<file path="config.mk">
export PLATFORM = sky130hd
export DESIGN_NAME = nac_round
export DESIGN_NICKNAME = d
export VERILOG_FILES = /design/src/hdl/nac_pkg.sv /design/src/hdl/nac_round.sv
export SDC_FILE = /design/constraint.sdc
export NUM_CORES = 1
export LEC_CHECK = 0
export ABC_AREA = 1
export BUFFER_PORTS_ARGS = -buffer_cell sky130_fd_sc_hd__buf_2
export CAP_MARGIN = 20
export CORE_ASPECT_RATIO = 1.75
export CORE_MARGIN = 2
export CORE_UTILIZATION = 50
export DETAILED_ROUTE_END_ITERATION = 8
export PLACE_DENSITY_LB_ADDON = 0.1
export SETUP_SLACK_MARGIN = 0.5
export SYNTH_ARGS = -nofsm -noshare
export SYNTH_HDL_FRONTEND = slang
export SYNTH_SLANG_ARGS = --single-unit
</file>
<file path="constraint.sdc">
create_clock -name clk -period 3.78 [get_ports clk]
set_input_delay 0.756 -clock clk [delete_from_list [all_inputs] [get_ports clk]]
set_output_delay 0.756 -clock clk [all_outputs]
set_load 0.02 [all_outputs]
</file>
<file path="src/hdl/nac_pkg.sv">
// ----------------------------------------------------------------------------
// nac_pkg
// Shared types, tables and round functions of the nibble AES block cipher.
// ----------------------------------------------------------------------------
package nac_pkg;

  localparam int NUM_ROUNDS_DEF = 10;
  localparam int BLOCK_W        = 64;

  typedef enum logic {
    CMD_ENCRYPT = 1'b0,
    CMD_DECRYPT = 1'b1
  } nac_cmd_t;

  // one pipeline stage: item valid, direction and the running state
  typedef struct packed {
    logic                 vld;
    nac_cmd_t             dir;
    logic [BLOCK_W-1:0]   st;
  } nac_stage_t;

  function automatic logic [3:0] sbox_fwd(input logic [3:0] n);
    logic [3:0] r;
    case (n)
      4'h0: r = 4'hE;  4'h1: r = 4'h4;  4'h2: r = 4'hD;  4'h3: r = 4'h1;
      4'h4: r = 4'h2;  4'h5: r = 4'hF;  4'h6: r = 4'hB;  4'h7: r = 4'h8;
      4'h8: r = 4'h3;  4'h9: r = 4'hA;  4'hA: r = 4'h6;  4'hB: r = 4'hC;
      4'hC: r = 4'h5;  4'hD: r = 4'h9;  4'hE: r = 4'h0;  4'hF: r = 4'h7;
      default: r = 4'h0;
    endcase
    return r;
  endfunction

  function automatic logic [3:0] sbox_inv(input logic [3:0] n);
    logic [3:0] r;
    case (n)
      4'h0: r = 4'hE;  4'h1: r = 4'h3;  4'h2: r = 4'h4;  4'h3: r = 4'h8;
      4'h4: r = 4'h1;  4'h5: r = 4'hC;  4'h6: r = 4'hA;  4'h7: r = 4'hF;
      4'h8: r = 4'h7;  4'h9: r = 4'hD;  4'hA: r = 4'h9;  4'hB: r = 4'h6;
      4'hC: r = 4'hB;  4'hD: r = 4'h2;  4'hE: r = 4'h0;  4'hF: r = 4'h5;
      default: r = 4'h0;
    endcase
    return r;
  endfunction

  function automatic logic [3:0] mix_coef(input nac_cmd_t dir, input logic [1:0] idx);
    logic [3:0] c;
    case (idx)
      2'd0:    c = (dir == CMD_DECRYPT) ? 4'h8 : 4'h1;
      2'd1:    c = (dir == CMD_DECRYPT) ? 4'hC : 4'h1;
      2'd2:    c = (dir == CMD_DECRYPT) ? 4'h7 : 4'h4;
      default: c = (dir == CMD_DECRYPT) ? 4'h7 : 4'h9;
    endcase
    return c;
  endfunction

  // GF(16) multiply, polynomial x^4+x+1
  function automatic logic [3:0] gf16_mul(input logic [3:0] a, input logic [3:0] b);
    logic [3:0] acc;
    logic [3:0] sh;
    acc = 4'h0;
    sh  = a;
    for (int bit_i = 0; bit_i < 4; bit_i++) begin
      if (b[bit_i]) begin
        acc = acc ^ sh;
      end
      sh = sh[3] ? ({sh[2:0], 1'b0} ^ 4'h3) : {sh[2:0], 1'b0};
    end
    return acc;
  endfunction

  // column mix of one word, nibble 0 in the top bits
  function automatic logic [15:0] mix_col(input logic [15:0] a, input nac_cmd_t dir);
    logic [15:0] w;
    logic [3:0]  v;
    w = '0;
    for (int r = 0; r < 4; r++) begin
      v = 4'h0;
      for (int j = 0; j < 4; j++) begin
        v = v ^ gf16_mul(mix_coef(dir, 2'(r + j)), a[15-4*j -: 4]);
      end
      w[15-4*r -: 4] = v;
    end
    return w;
  endfunction

  function automatic logic [BLOCK_W-1:0] inv_mix_key(input logic [BLOCK_W-1:0] k);
    logic [BLOCK_W-1:0] km;
    for (int i = 0; i < 4; i++) begin
      km[63-16*i -: 16] = mix_col(k[63-16*i -: 16], CMD_DECRYPT);
    end
    return km;
  endfunction

  // sub nibbles, shift rows, optional column mix, key add
  function automatic logic [BLOCK_W-1:0] round_fn(input logic [BLOCK_W-1:0] st,
                                                  input nac_cmd_t dir,
                                                  input logic mix,
                                                  input logic [BLOCK_W-1:0] key);
    logic [BLOCK_W-1:0] res;
    logic [15:0]        a;
    logic [1:0]         src;
    for (int i = 0; i < 4; i++) begin
      for (int j = 0; j < 4; j++) begin
        src = (dir == CMD_DECRYPT) ? 2'(i - j) : 2'(i + j);
        a[15-4*j -: 4] = (dir == CMD_DECRYPT) ? sbox_inv(st[63-16*src-4*j -: 4])
                                              : sbox_fwd(st[63-16*src-4*j -: 4]);
      end
      res[63-16*i -: 16] = (mix ? mix_col(a, dir) : a) ^ key[63-16*i -: 16];
    end
    return res;
  endfunction

endpackage

</file>
<file path="src/hdl/nac_round.sv">
// ----------------------------------------------------------------------------
// nac_round
// One cipher round as one pipeline stage, registered at its output.
// ----------------------------------------------------------------------------
module nac_round
  import nac_pkg::*;
#(
  parameter bit LAST_ROUND = 1'b0
) (
  input  logic               clk,
  input  logic               rst_n,
  input  logic               adv,
  input  nac_stage_t         d,
  input  logic [BLOCK_W-1:0] key,
  input  logic [BLOCK_W-1:0] key_mix,
  output nac_stage_t         q
);

  logic               vld_r;
  nac_cmd_t           dir_r;
  logic [BLOCK_W-1:0] st_r;
  logic [BLOCK_W-1:0] rkey;
  logic [BLOCK_W-1:0] st_nxt;

  // middle decrypt rounds use the inverse-mixed key
  assign rkey   = (!LAST_ROUND && d.dir == CMD_DECRYPT) ? key_mix : key;
  assign st_nxt = round_fn(d.st, d.dir, !LAST_ROUND, rkey);

  always_ff @(posedge clk) begin
    if (!rst_n) begin
      vld_r <= 1'b0;
    end else if (adv) begin
      vld_r <= d.vld;
    end
  end

  always_ff @(posedge clk) begin
    if (adv) begin
      dir_r <= d.dir;
      st_r  <= st_nxt;
    end
  end

  assign q = '{vld: vld_r, dir: dir_r, st: st_r};

endmodule

</file>
==> impl_metrics.toml, run 1 <==
[cts]
cts_hold_repair.buffers = 0
tritoncts = "done"
clock_tree.htree_level_count = 3
clock_root_buffer = "sky130_fd_sc_hd__clkbuf_16"
path_clk_slew_ps = 70
tritoncts.num_buffers = 9
clock-sinks = 66
insertion_delay_to_the_later_sink_of_the_worst_skew_pair_ps = 370
cts_max_path_buffers = 2

[synthesis]
synth_area_um2 = 18200
synth.net_count = 3737
yosys_warnings = 0
register_area_share_after_synthesis_pct = 10.8
synth-async-reset-ratio_pct = 0
ys.flop_type = "sky130_fd_sc_hd__edfxtp_1"
synth.distinct_cells = 39
post_synth_inst_count = 3421
post_synth.cell_area_avg_um2 = 5.33
synth-edff-count = 65
postSynthRegisterBits = 66

[global_routing]
globalRoute.totalOverflow = 0
largest_net_degree_at_the_start_of_global_routing = 83
grt_util_all_layers_pct = 31.0
vias_in_the_first_global_route = 20300
antenna_found_initial = 9
first_pass_grt_wire_length_um = 96500

[timing]
timing.final.hold_violations = 0
timing.final.crit_share_pct = 81.4
setup_slack_ps = 703
final.setup.tns_ps = 0
maxSlewViolCount = 0
holdWs_ps = 569
timing.final.setup_violations = 0
timing.clock.skew_ps = 0
worstMarginPinSlew_ps = 875
timing.slew.headroom_pct = 41.7
min_period_ps = 3080
max_clock_freq_ghz = 0.325
rsz0062_at_grt = "true"

[placement]
place.port_buffers = 262
dpl.hpwl_um = 50500
globalplace.congestion = 0.981
place_inst = 4126
placed_area_um2 = 20000
dp_slack_ps = 71.4

[min_path]
min_delay_worst_type = "reg2reg"
timing.hold.worst_endpoint = "vld_r"
worst_hold_startpoint = "vld_r"
hold_path_depth = 2

[worst_setup_path]
cp_num_buf_inv = 5
worst_ep_required_time_ps = 3900
crit-reg2reg-capture = "vld_r"
critical-path-top-cell-by-count = "sky130_fd_sc_hd__nand2_1"
crit_path_max_delay_family = "simple AND/OR/NAND/NOR gates"
timing.critical_path.slowest_stage_cell = "sky130_fd_sc_hd__ha_1"
reg2reg_depth = 2
setup.worst_path.class = "in2reg"
cp_max_fo = 16
critPathLaunchType = "primary input"
cp_slowest_stage_delay_ps = 310
category_of_the_worst_setup_path_capture_point = "register"
rrSetupSlack_ps = 3100
cp_data_arrival_time_ps = 3200
regToRegStartpoint = "vld_r"
critical_path.cell_chain = "buf_16 -> buf_12 -> o21ai_2 -> ha_1 -> o211ai_1 -> nand3_1 -> nand2_1 -> inv_1 -> ha_1 -> inv_1 -> nand2_1 -> nand2_1 -> nand2_1 -> nand2_1 -> nand2_1 -> nand2_1 -> nand2_1 -> inv_1 -> nor2_1"

[pwr]
powerDensity_nw_per_um2 = 361
irDropWorstVdd_mv = 0.257
static-leakage-power_nw = 12.6

[drt]
wl_per_cell_um = 14.8
detailedRoute.firstPassIterationCount = 5
wirelength_um = 61200
detail_route.vias_per_cell = 5.27
drt_drc_violations_left = 0
vias = 21900
route.antenna.remaining_nets = 0
iter_0_drt_violations = 1101

[layout]
multi_input_area_um2 = 14400
num-nets-final = 3987
instances_no_fill = 4149
flow.area_growth_from_synthesis_pct = 13.1
num-fill-cells = 3828
final-seq-area_um2 = 1970
post_route_cells_drive_above_1_share_pct = 13.4
postLayoutCellArea_um2 = 20600

[run_status]
run_status = "finished, final reports clean"

[flow_run]
total_of_max_cap_violations = 0

[die]
floorplan.rows = 92
num_ports = 263
design.die.area_um2 = 38100
floorplan.initialDensity_pct = 50.6
coreArea_um2 = 36000
die_h_um = 257
chipWidth_um = 148
area by class of cell:
| cell class | count | area share, % |
|---|---|---|
| multi-input combinational | 2888 | 70.0 |
| sequential | 66 | 9.57 |
| timing repair buffer | 304 | 8.57 |
| inverter | 402 | 7.38 |
| tap | 470 | 2.85 |
| clock buffer | 9 | 1.09 |
| clock inverter | 7 | 0.455 |
| antenna | 3 | 0.0364 |
registers in the layout, summed over array words and instances (netlist names):
register	cells
st_r	64
dir_r	1
vld_r	1
cell usage after synthesis, types with 24 or more instances:
cell type | n | area share, %
sky130_fd_sc_hd__buf_2 | 27 | 0.74
sky130_fd_sc_hd__o21ai_1 | 34 | 0.93
sky130_fd_sc_hd__nand2_2 | 57 | 2.0
sky130_fd_sc_hd__nand3_1 | 494 | 14
sky130_fd_sc_hd__nand2_1 | 1683 | 35
sky130_fd_sc_hd__or2_2 | 27 | 0.93
sky130_fd_sc_hd__mux2i_1 | 25 | 1.4
sky130_fd_sc_hd__inv_1 | 381 | 7.8
sky130_fd_sc_hd__nor2_1 | 55 | 1.1
sky130_fd_sc_hd__ha_1 | 119 | 8.2
sky130_fd_sc_hd__nand3b_1 | 48 | 2.0
sky130_fd_sc_hd__edfxtp_1 | 65 | 11
sky130_fd_sc_hd__a21oi_1 | 24 | 0.66
sky130_fd_sc_hd__xnor2_1 | 37 | 1.8
sky130_fd_sc_hd__xor2_1 | 83 | 4.0
sky130_fd_sc_hd__o21ai_0 | 110 | 3.0
repair_timing:
action	in CTS	in global routing
gates resized for setup	2	45
pin swaps	0	2
buffers inserted	0	1
gates cloned	0	3
endpoints found under the setup margin	4	61
metrics by stage:
step           power, mW  utilization (%)
2_1_floorplan       4.99                -
3_3_place_gp        6.23             55.5
3_5_place_dp        6.34             55.5
4_1_cts             7.36             56.4
5_1_grt             8.12             57.2
6_report            7.43             57.2
tightest hold or removal path, stage by stage (launching register included):
cell                      delay, ps
sky130_fd_sc_hd__dfxtp_1        310
sky130_fd_sc_hd__o21ai_0        170
sky130_fd_sc_hd__a21oi_1         40
layer usage:
layer / share of wire, % / global-route usage [%] / vias up
met4: 5.4 / 15.6 / 14
met5: 0.13 / 0 / -
met3: 4.3 / 3.59 / 166
li1: - / - / 11300
met2: 52 / 59.6 / 569
met1: 38 / 32.3 / 9797
placed cells by master, fill, tap and decap left out, types with 48 or more instances in the layout:
cell type                  netlist  final
sky130_fd_sc_hd__buf_2          27    260
sky130_fd_sc_hd__edfxtp_1       65     65
sky130_fd_sc_hd__ha_1          119    116
sky130_fd_sc_hd__inv_1         381    377
sky130_fd_sc_hd__nand2_1      1683   1672
sky130_fd_sc_hd__nand2_2        57     67
sky130_fd_sc_hd__nand3_1       494    492
sky130_fd_sc_hd__nand3b_1       48     48
sky130_fd_sc_hd__nor2_1         55     55
sky130_fd_sc_hd__o21ai_0       110    106
sky130_fd_sc_hd__xor2_1         83     78
kinds of logic after synthesis:
logic type      Yosys count  synth area share [%]
compound gates          213                  6.78
xor+xnor                122                  5.95
fa+ha+maj               119                  8.17
buf+inv                 467                  10.8
flops                    66                  10.8
mux                      25                  1.37
simple gates           2409                  56.1
worst max path at each step:
stage	slack [ps]	cells past startpoint	from	to
4_1_cts	520	15	d[64]	st_r[16]
3_3_place_gp	180	23	d[64]	st_r[49]
2_1_floorplan	550	22	d[64]	st_r[26]
3_5_place_dp	70	23	d[64]	st_r[49]
5_1_grt	490	19	d[64]	st_r[49]
6_report	700	19	d[64]	st_r[9]
report_power, final:
| group | switching [mW] | internal (mW) | total (mW) |
|---|---|---|---|
| logic | 3.46 | 1.74 | 5.20 |
| registers | 0.0706 | 1.17 | 1.24 |
| clock network | 0.421 | 0.578 | 0.999 |
No activity file was read; power rests on OpenSTA's default activity.
==> inputs of run 2 (changes only) <==
==> constraint.sdc (replaced) <==
create_clock -name clk -period 2.65 [get_ports clk]
set_input_delay 0.53 -clock clk [delete_from_list [all_inputs] [get_ports clk]]
set_output_delay 0.53 -clock clk [all_outputs]
set_load 0.02 [all_outputs]
==> run 2 against run 1 <==
Worst setup slack got worse by 650 ps. Sequential cell count unchanged. Hold slack got worse by 180 ps. Die area unchanged. Non-clock buffer count increased by 558. Count of clock-buffer cells in the layout increased by 2. Wire length increased by 21%. Register-to-register slack got worse by 1100 ps. Utilization increased by 22 points. Global-route usage increased by 3.7 points. Total power increased by 78%. Critical endpoint is now st_r[34].
==> impl_metrics.toml, run 2 (synthesized netlist as in run 1, its figures left out) <==
[min_path]
hold_path_depth = 3
worst_hold_startpoint = "d[65]"
timing.hold.worst_endpoint = "vld_r"
min_delay_worst_type = "in2reg"

[drt]
wirelength_um = 74000
route.antenna.remaining_nets = 0
iter_0_drt_violations = 1514
detailedRoute.firstPassIterationCount = 8
wl_per_cell_um = 15.7
drt_drc_violations_left = 0
detail_route.vias_per_cell = 5.40
vias = 25400

[worst_setup_path]
worst_ep_required_time_ps = 2770
setup.worst_path.class = "in2reg"
cp_max_fo = 4
rrSetupSlack_ps = 2010
regToRegStartpoint = "vld_r"
category_of_the_worst_setup_path_capture_point = "register"
critical_path.cell_chain = "buf_8 -> clkinvlp_4 -> ha_4 -> or2_4 -> nand3_2 -> nand3_2 -> nand2_4 -> ha_4 -> inv_1 -> nand3_2 -> nand2_4 -> buf_4 -> inv_2 -> nand3_2 -> nand2_2 -> inv_1 -> nand2_2 -> nand2_1 -> nand2_1 -> nand2_1 -> nand2_1 -> nand2_1"
cp_slowest_stage_delay_ps = 260
cp_data_arrival_time_ps = 2720
reg2reg_depth = 2
critPathLaunchType = "primary input"
critical-path-top-cell-by-count = "sky130_fd_sc_hd__nand2_1"
timing.critical_path.slowest_stage_cell = "sky130_fd_sc_hd__ha_4"
crit-reg2reg-capture = "vld_r"

[timing]
worstMarginPinSlew_ps = 610
timing.final.crit_share_pct = 98.1
timing.final.setup_violations = 0
min_period_ps = 2600
rsz0062_at_grt = "true"
maxSlewViolCount = 0
timing.slew.headroom_pct = 58.9
timing.final.hold_violations = 0
timing.clock.skew_ps = 0
max_clock_freq_ghz = 0.385

[global_routing]
vias_in_the_first_global_route = 23700
first_pass_grt_wire_length_um = 108000
grt_util_all_layers_pct = 34.6
largest_net_degree_at_the_start_of_global_routing = 37
antenna_found_initial = 9
globalRoute.totalOverflow = 0

[placement]
globalplace.congestion = 0.982
place_inst = 4620
place.port_buffers = 262
dpl.hpwl_um = 55900

[cts]
clock_tree.htree_level_count = 3
tritoncts.num_buffers = 9
cts_max_path_buffers = 2
clock-sinks = 66
tritoncts = "done"
path_clk_slew_ps = 60
clock_root_buffer = "sky130_fd_sc_hd__clkbuf_16"
cts_hold_repair.buffers = 0
insertion_delay_to_the_later_sink_of_the_worst_skew_pair_ps = 370

[die]
coreArea_um2 = 36000
chipWidth_um = 148
design.die.area_um2 = 38100
num_ports = 263
floorplan.rows = 92
die_h_um = 257
floorplan.initialDensity_pct = 50.6

[pwr]
powerDensity_nw_per_um2 = 467
irDropWorstVdd_mv = 0.267
static-leakage-power_nw = 16.0

[run_status]
run_status = "finished, final reports clean"

[layout]
post_route_cells_drive_above_1_share_pct = 38.9
num-fill-cells = 2804
instances_no_fill = 4710
final_core_utilization_pct = 78.8
flow.area_growth_from_synthesis_pct = 55.7
largest_reg_flops = 64
commonest_non_fill_non_tap_cell_in_the_layout = "sky130_fd_sc_hd__nand2_1"
num-nets-final = 4547
largest-register = "st_r"
biggestRegsByFlops = "st_r x64, dir_r x1, vld_r x1"
commonest_non_fill_non_tap_cells_in_the_layout = "sky130_fd_sc_hd__nand2_1, sky130_fd_sc_hd__buf_4, sky130_fd_sc_hd__nand3_1"

[flow_run]
total_of_max_cap_violations = 0
run 2: cell count changes in the layout (fill, tap and decap cells not counted), moves of 22 or more:
cell and delta:
sky130_fd_sc_hd__buf_4 +503, sky130_fd_sc_hd__nand2_1 -306, sky130_fd_sc_hd__nand2_2 +207, sky130_fd_sc_hd__nand3_1 -105
sky130_fd_sc_hd__nand2_4 +95, sky130_fd_sc_hd__nand3_2 +93, sky130_fd_sc_hd__inv_1 -64, sky130_fd_sc_hd__ha_1 -57
sky130_fd_sc_hd__ha_4 +45, sky130_fd_sc_hd__buf_6 +38, sky130_fd_sc_hd__inv_2 +38, sky130_fd_sc_hd__o21ai_0 -31
sky130_fd_sc_hd__o21ai_4 +26, sky130_fd_sc_hd__inv_4 +22
run 2: report_power, final:
group / total [mW] / switching (mW) / internal (mW)
sequential: 1.78 / 0.107 / 1.67
clock: 1.20 / 0.580 / 0.622
combinational: 10.3 / 6.18 / 4.10
run 2: cell type report:
class | instances | area (um2) | area share, %
Inverter | 402 | 1610 | 5.67
Sequential cell | 66 | 1970 | 6.95
Clock inverter | 5 | 21.3 | 0.0749
Antenna cell | 4 | 10.0 | 0.0353
Timing Repair inverter | 2 | 27.5 | 0.0970
Clock buffer | 11 | 233 | 0.820
Timing Repair Buffer | 862 | 6370 | 22.5
Multi-Input combinational cell | 2888 | 17500 | 61.8
Tap cell | 470 | 588 | 2.07
run 2: worst max-delay path by stage:
stage                      from  endpoint  cells after the start
after floorplan           d[64]  st_r[26]                     22
after global placement    d[64]  st_r[31]                     20
after detailed placement  d[64]  st_r[58]                     22
after CTS                 d[64]  st_r[49]                     22
after global routing      d[64]  st_r[42]                     21
final                     d[45]  st_r[34]                     22
run 2: what timing repair did:
action / 4_1_cts / 5_1_grt
cloned: 5 / 7
gates resized for setup: 221 / 613
buffers inserted: 20 / 38
pin swaps: 88 / 235
setup endpoints to repair: 64 / 64
run 2: critical path: cells and delay by family:
| kind | cells | cell delay (ps) |
|---|---|---|
| adders and majority gates | 2 | 380 |
| and+or+nand+nor | 14 | 1280 |
| buffers and inverters | 6 | 520 |
run 2: per-stage QoR:
step	hold WS [ps]	instance area, um2	worst slack, ps	power [mW]	setup TNS, ps
4_1_cts	392	25700	79.1	11.9	0
6_report	392	28400	51.3	13.3	0
5_1_grt	393	28400	-91.2	14.2	-603
3_5_place_dp	539	24200	-426	10.3	-20370
3_3_place_gp	529	24200	-343	10.1	-16610
2_1_floorplan	502	18700	-210	7.26	-5990
run 2: routing by layer:
| metal | part of all wire (%) | GRT usage [%] | routed length (um) | vias to the layer above |
|---|---|---|---|---|
| li1 | - | - | - | 12500 |
| met1 | 34 | 33.3 | 25400 | 11600 |
| met2 | 53 | 67.8 | 39100 | 1002 |
| met3 | 5.3 | 4.86 | 3940 | 370 |
| met4 | 7.4 | 20.9 | 5480 | 14 |
| met5 | 0.12 | 0 | 86 | - |
==> inputs of run 3 (changes only) <==
==> constraint.sdc (replaced) <==
create_clock -name clk -period 2.6 [get_ports clk]
set_input_delay 0.52 -clock clk [delete_from_list [all_inputs] [get_ports clk]]
set_output_delay 0.52 -clock clk [all_outputs]
set_load 0.02 [all_outputs]
==> run 3 against run 2 <==
The flow now finishes with violations (design-rule violations). Critical path depth fell by 2. Final cell count rose by 0.47%. Combinational power rose by 6%. Clock skew did not move. Die area did not move. Hold slack barely moved. Sequential share of layout area fell by 0.17 points. Clock power rose by 8%. Worst setup slack got worse by 49 ps. Global-route usage barely moved. Count of clock-buffer cells in the layout fell by 1. Total power rose by 5.4%. Critical path type unchanged. Critical endpoint is now st_r[42].
==> impl_metrics.toml, run 3 (synthesized netlist as in run 1, its figures left out) <==
[pwr]
clock_power_share_pct = 9.3
comb_power_share_pct = 77.7
fin_total_pwr_mw = 14.0
irDropWorstVdd_mv = 0.329
sequential_group_share_of_total_power_pct = 13.1
powerDensity_nw_per_um2 = 480
static-leakage-power_nw = 16.2
power.switching_mw = 7.22
intPower_mw = 6.75
switching_share_pct = 51.7

[cts]
path_clk_slew_ps = 60
tritoncts = "done"
cts_max_path_buffers = 2
tritoncts.num_buffers = 9
cts_hold_repair.buffers = 0
clock_tree.htree_level_count = 3
clock_root_buffer = "sky130_fd_sc_hd__clkbuf_16"
insertion_delay_to_the_later_sink_of_the_worst_skew_pair_ps = 370
clock-sinks = 66

[layout]
flow.area_growth_from_synthesis_pct = 59.7
largest_reg_flops = 64
num-nets-final = 4566
commonest_non_fill_non_tap_cells_in_the_layout = "sky130_fd_sc_hd__nand2_1, sky130_fd_sc_hd__buf_4, sky130_fd_sc_hd__nand3_1"
largest-register = "st_r"
post_route_cells_drive_above_1_share_pct = 42.1
instances_no_fill = 4732
final_core_utilization_pct = 80.8
commonest_non_fill_non_tap_cell_in_the_layout = "sky130_fd_sc_hd__nand2_1"
biggestRegsByFlops = "st_r x64, dir_r x1, vld_r x1"
postLayoutCellArea_um2 = 29100

[timing]
timing.final.hold_violations = 0
timing.final.setup_violations = 0
max_clock_freq_ghz = 0.385
timing.final.crit_share_pct = 99.9
timing.clock.skew_ps = 0
rsz0062_at_grt = "true"
final.setup.tns_ps = 0
maxSlewViolCount = 0
min_period_ps = 2600
worstMarginPinSlew_ps = 573
timing.slew.headroom_pct = 61.4

[die]
num_ports = 263
coreArea_um2 = 36000
floorplan.rows = 92
floorplan.initialDensity_pct = 50.6
chipWidth_um = 148
design.die.area_um2 = 38100
die_h_um = 257

[worst_setup_path]
cp_num_buf_inv = 4
category_of_the_worst_setup_path_capture_point = "register"
worst_ep_required_time_ps = 2730
cp_max_fo = 6
critical_path.cell_chain = "buf_16 -> buf_8 -> buf_4 -> nand2_1 -> nand2_4 -> nand2_1 -> nand3_1 -> nand3_2 -> nand2_4 -> inv_4 -> ha_4 -> nand3b_1 -> nand2_1 -> nand2_1 -> nand2_1 -> nand2_2 -> nand2_1 -> nand2_1 -> nand3_1 -> nand2_1"
timing.critical_path.slowest_stage_cell = "sky130_fd_sc_hd__ha_4"
critPathLaunchType = "primary input"
cp_data_arrival_time_ps = 2730
crit_path_max_delay_family = "simple AND/OR/NAND/NOR gates"
rrSetupSlack_ps = 1950
setup.worst_path.class = "in2reg"
cp_slowest_stage_delay_ps = 200
critical-path-top-cell-by-count = "sky130_fd_sc_hd__nand2_1"

[placement]
place.port_buffers = 262
globalplace.congestion = 0.976
placed_area_um2 = 24300
dpl.hpwl_um = 56500
place_inst = 4634

[global_routing]
globalRoute.totalOverflow = 0
grt_util_all_layers_pct = 34.7
largest_net_degree_at_the_start_of_global_routing = 37
antenna_found_initial = 12
vias_in_the_first_global_route = 24200
first_pass_grt_wire_length_um = 109000

[drt]
drt_drc_violations_left = 2
detailedRoute.firstPassIterationCount = 9
wirelength_um = 76800
detail_route.vias_per_cell = 5.48
route.antenna.remaining_nets = 0
vias = 25900
wl_per_cell_um = 16.2
iter_0_drt_violations = 1702

[min_path]
min_delay_worst_type = "in2reg"

[run_status]
violations = "design-rule violations"
run_status = "finished with violations"

[flow_run]
total_of_max_cap_violations = 0
[run 3: cell count changes in the layout (fill, tap and decap cells not counted), moves of 12 or more]
cell	previous run	this run
sky130_fd_sc_hd__nand3_4	12	24
sky130_fd_sc_hd__buf_4	536	548
sky130_fd_sc_hd__nand3_1	387	367
sky130_fd_sc_hd__inv_2	62	82
sky130_fd_sc_hd__nand2_1	1366	1313
sky130_fd_sc_hd__inv_1	313	285
sky130_fd_sc_hd__nand2_2	274	317
[run 3: power by group through the flow]
| stage | Clock, mW | Combinational, mW | Sequential, mW |
|---|---|---|---|
| CTS | 1.29 | 9.20 | 1.82 |
| global route | 1.31 | 11.8 | 1.85 |
| detailed placement | 0 | 8.71 | 1.84 |
| global placement | 0 | 8.45 | 1.84 |
| floorplan | 0 | 5.12 | 2.28 |
| finish | 1.29 | 10.9 | 1.83 |
[run 3: worst paths after layout]
path | end | cells past startpoint | start
max reg2reg | vld_r | 2 | vld_r
max | st_r[42] | 20 | d[64]
min reg2reg | vld_r | 2 | vld_r
min | vld_r | 3 | d[65]
[run 3: through the flow]
step | hold WS (ps) | setup slack, ps
detailed placement | 555 | -503
global placement | 529 | -412
finish | 392 | 2.25
CTS | 391 | 104
floorplan | 502 | -250
global route | 400 | -152
[run 3: cell type report]
class	instances	area, um2
repair buffers	880	6480
repair inverters	3	33.8
clock buffers	10	229
clock inverters	5	46.3
well taps	470	588
multi-input cells	2888	18100
fillers	2597	6930
inverters	402	1630
flip-flops and latches	66	1970
diodes	8	20.0
[run 3: what timing repair did]
action / CTS / global route
resized for setup: 292 / 718
pin swaps: 144 / 282
buffers inserted: 25 / 41
endpoints found under the setup margin: 64 / 64
hold endpoints to repair: 0 / 0
cloned: 4 / 5
[run 3: routing by layer]
metal / track usage (%) / wire length [um]
met4: 24.7 / 6460
met5: 0 / 63
met2: 67.2 / 40200
met1: 32.4 / 25300
met3: 4.73 / 4690
[run 3: worst register-to-register path: cells and delay by family (launching register included)]
family / cells / cell delay [ps]
AOI/OAI and AO/OA: 2 / 230
DFF: 1 / 310
